$ cat config.mk
export PLATFORM = sky130hd
export DESIGN_NAME = m3inv_queue
export DESIGN_NICKNAME = d
export VERILOG_FILES = /design/src/hdl/m3inv_pkg.sv /design/src/hdl/m3inv_queue.sv
export SDC_FILE = /design/constraint.sdc
export NUM_CORES = 1
export LEC_CHECK = 0
export ABC_CLOCK_PERIOD_IN_PS = 33100
export BUFFER_PORTS_ARGS = -buffer_cell sky130_fd_sc_hd__buf_4
export CAP_MARGIN = 0
export CORE_AREA = 2 2 537 539
export CTS_BUF_LIST = sky130_fd_sc_hd__clkbuf_4
export CTS_CLUSTER_SIZE = 30
export DETAILED_ROUTE_END_ITERATION = 12
export DIE_AREA = 0 0 539 541
export PLACE_DENSITY_LB_ADDON = 0.25
export RECOVER_POWER = 100
export SYNTH_ARGS = -nofsm -noshare
export SYNTH_HDL_FRONTEND = slang
export SYNTH_SLANG_ARGS = --single-unit
$ cat constraint.sdc
create_clock -name clock -period 33.1 [get_ports clock]
set_input_delay 4.965 -clock clock [delete_from_list [all_inputs] [get_ports clock]]
set_output_delay 4.965 -clock clock [all_outputs]
set_load 0.02 [all_outputs]
$ cat src/hdl/m3inv_pkg.sv
// Shared types and constants for the 3x3 matrix inverse block.
// No dependencies.
package m3inv_pkg;

   localparam int ElemW   = 32;   // Q16.16 element
   localparam int NumElem = 9;
   localparam int ProdW   = 64;   // element product, Q32.32
   localparam int MinW    = 65;   // minor, Q32.32
   localparam int DetW    = 99;   // determinant, Q48.48
   localparam int QW      = 33;   // quotient bits kept after the range check
   localparam int ShiftW  = 32;
   localparam int SingDet = 66;   // 0.001 in Q16.16
   localparam int QDepth  = 2;
   localparam int QPtrW   = 1;

   localparam logic [DetW-1:0]  SingDetQ = DetW'(SingDet) << ShiftW;
   localparam logic [QW-1:0]    QNegLim  = 33'h080000000;
   localparam logic [QW-1:0]    QPosLim  = 33'h07FFFFFFF;
   localparam logic [ElemW-1:0] ResMax   = 32'h7FFFFFFF;
   localparam logic [ElemW-1:0] ResMin   = 32'h80000000;

   // Cofactor magnitude plus the sign of the final quotient
   typedef struct packed {
      logic            neg;
      logic [MinW-1:0] mag;
   } cof_type;

   // One classified matrix handed from front to back
   typedef struct packed {
      cof_type [NumElem-1:0] cof;
      logic [DetW-1:0]       dmag;
      logic                  singular;
   } entry_type;

endpackage

$ cat src/hdl/m3inv_queue.sv
// Two-entry queue between the front and back parts.
// Depends on m3inv_pkg.
module m3inv_queue (
   input  logic                 clock,
   input  logic                 reset,
   input  logic                 push_valid,
   output logic                 push_ready,
   input  m3inv_pkg::entry_type push_data,
   output logic                 pop_valid,
   input  logic                 pop_ready,
   output m3inv_pkg::entry_type pop_data
);

   localparam int PW = m3inv_pkg::QPtrW;

   m3inv_pkg::entry_type mem_ff [m3inv_pkg::QDepth];
   logic [PW-1:0] wr_ptr_ff, rd_ptr_ff;
   logic [PW:0]   cnt_ff, cnt_in;
   logic          push, pop;

   assign push_ready = (cnt_ff != (PW+1)'(m3inv_pkg::QDepth));
   assign pop_valid  = (cnt_ff != '0);
   assign push       = push_valid && push_ready;
   assign pop        = pop_valid && pop_ready;
   assign pop_data   = mem_ff[rd_ptr_ff];

   always_comb begin
      cnt_in = cnt_ff;
      if (push && !pop) cnt_in = cnt_ff + 1'b1;
      else if (pop && !push) cnt_in = cnt_ff - 1'b1;
   end

   // Track pointers and fill level
   always_ff @(posedge clock) begin
      if (reset) begin
         wr_ptr_ff <= '0;
         rd_ptr_ff <= '0;
         cnt_ff    <= '0;
      end else begin
         if (push) wr_ptr_ff <= wr_ptr_ff + 1'b1;
         if (pop)  rd_ptr_ff <= rd_ptr_ff + 1'b1;
         cnt_ff <= cnt_in;
      end
   end

   // Store entries
   always_ff @(posedge clock) begin
      if (push) mem_ff[wr_ptr_ff] <= push_data;
   end

endmodule

==> run metrics <==
TritonCTS clock tree=built; Slew Limit Fails=2089; post-synthesis mux area share=15.5%; CTS H-tree depth=5; Power Density=79.8 mW/mm2; final setup vio count=0; All-Layer GR Usage=12.9%; worst slew pin tran=8370 ps; Cell Area, Synth=0.0506 mm2; CTS sink count=1393; Post-Synth XOR/XNOR Area=0.0520%; IO Count=1394; Wirelength per Cell=24.5 um; Resized cells post-CTS=0; Avg Synthesized Cell Area=23.2 um2; CTS Buf Count=402; routed wire length=197 mm; vias in the first global route=30800; failing checks=capacitance limit, slew limit; RSZ-0062 raised after global routing=false; Layout area overhead=33.2%; Syn Nets=2882; Distinct cells, synth=18; TNS Setup=0 ps; sequential area share after synthesis=82.6%; Critical Path RT=28130 ps; WP data arrival=15050 ps; largest net degree at the start of global routing=135; clock insertion delay at the later pin of the skew report=1270 ps; CTS Hold Bufs=0; status=finished with violations; HP Class=reg -> reg; Worst Path Class, Setup=reg -> out; Vias per Instance=3.65; Final Skew=120 ps; Overall Power=5.37 mW; largest family of logic cells by synthesized area=multiplexers; Clock Root Buffer=clkbuf_4; Setup Buffers After CTS=0; GR Layer Usage met3=8.23%; yosys warns=0; Worst Setup Start Kind=register; global routing's busiest layer=met2; max_cap viols=31; count leader, synth=edfxtp_1; Clock Pin Slew Worst Setup and Hold Paths=50 ps; DP Wirelength=148 mm; Synth top area share=82.4%; Port Buffers=1393; Final Cycle Share=60.5%; Post-synth EDFFs=1388; Clock Path Buffers=4; GPL Wtd Cong=0.833; die width=539 um; FF-to-FF setup slack=16710 ps; dominant cells by area after synthesis=edfxtp_1 (82%), mux2_2 (15%), buf_6 (1.6%), dfxtp_1 (0.20%), xor2_1 (0.052%); final worst path period need=20020 ps; fmax=50.0 MHz; die area=0.292 mm2; Async SR Flop Fraction=0%; Starting Density=17.7%; Yosys reg bits=1393; VDD IR max=0.0368 mV; NumNets Final=4631; CP Max Fanout=113; row count=197; die height=541 um; commonest register cell after synthesis=edfxtp_1; total iterations of the first detailed-routing run=5; initial antenna violation count=159; met1 usage=13.7%; layout cells sized above 1=42.6%; DRC Markers=0; met2 usage=21.0%; first-pass GRT wire length=260 mm; Synth top cells by count=edfxtp_1 (1388), mux2_2 (694), buf_6 (74), dfxtp_1 (5); core footprint=0.286 mm2; Post-Synth Simple-Gate Area=0.0990%; Antenna Nets Post-Route=0; final hold viol count=0; CP endpoint kind=primary output; cells after synthesis=2183; post-synthesis adder-cell area fraction=0.0247%; Pleak=22.6 nW; vias=29400; Max-slew headroom=-458%; # fillers=30500; post-synthesis compound-gate area fraction=0.0594%; area leader, netlist=edfxtp_1; GRT Residual Overflow=0; 1st-iter DRT viols=1623
==> critical path: stages (launching register included) <==
cell and delay [ps]:
dfxtp_1 1360, clkbuf_1 2010, clkbuf_1 5260, clkbuf_1 3230, buf_4 920, mux2_2 420
clkbuf_1 180
==> layout make-up <==
class	instances	area (um2)	share of cell area (%)
flip-flops and latches	1393	41800	62.0
multi-input cells	712	7930	11.8
repair buffers	1422	7860	11.7
well taps	3781	4730	7.03
clock buffers	573	4300	6.39
clock inverters	117	616	0.914
diodes	47	118	0.175
inverters	1	5.00	0.00743
==> final timing paths <==
path,from,end,cells past startpoint
worst max-delay path,register,pop_data[610],6
worst min-delay path,rd_ptr_ff,register,2
worst max register to register,cnt_ff[0],mem_ff[0][369],6
worst min register to register,rd_ptr_ff,register,2
==> flip-flops by register name, summed over array words and instances (netlist names), named ones only <==
name,count
rd_ptr_ff,1
wr_ptr_ff,1
cnt_ff,2
mem_ff,1388
==> layout by cell type, fill, tap and decap left out, types with 2 or more instances in the layout <==
| master | n |
|---|---|
| edfxtp_1 | 1388 |
| clkbuf_4 | 1043 |
| clkbuf_1 | 749 |
| mux2_2 | 507 |
| buf_4 | 201 |
| mux2_1 | 187 |
| clkinv_1 | 74 |
| diode_2 | 47 |
| clkinv_2 | 18 |
| inv_6 | 7 |
| clkinv_8 | 6 |
| dfxtp_1 | 5 |
| clkinv_4 | 5 |
| xor2_1 | 3 |
| nor2_1 | 3 |
| clkinvlp_4 | 3 |
| inv_2 | 3 |
| o21ai_0 | 2 |
| a21oi_1 | 2 |
| buf_1 | 2 |
==> layer usage <==
layer | vias up | wire length (um)
li1 | 12600 | -
met1 | 14500 | 72200
met2 | 1595 | 91500
met3 | 551 | 26400
met4 | 94 | 6430
met5 | - | 597
==> kinds of logic (layout without fill, tap and decap cells) <==
family,count (synthesis),count (layout)
other,0,47
AO/OA/AOI/OAI,5,5
adder cells (fa/ha/maj),1,1
multiplexers,694,694
AND/OR/NAND/NOR,9,9
buffers and inverters,78,2113
flip-flops,1393,1393
XOR/XNOR,3,3
==> power by group <==
part           switching (mW)  internal [mW]  leakage (nW)
combinational            1.01          0.513          6.65
clock                   0.767          0.797          2.94
sequential             0.0484           2.24          13.0
==> stage by stage <==
stage	worst slack, ps	util, %	std cells	hold slack [ps]	area (um2)
floorplan	11230	-	2183	471	50600
global placement	23830	22.8	7309	487	65200
detailed placement	23750	22.8	7309	491	65200
CTS	22180	24.5	7999	507	70100
global route	11510	23.5	8009	538	67200
finish	13080	23.5	8046	508	67300
(Power assumes the default switching activity.)
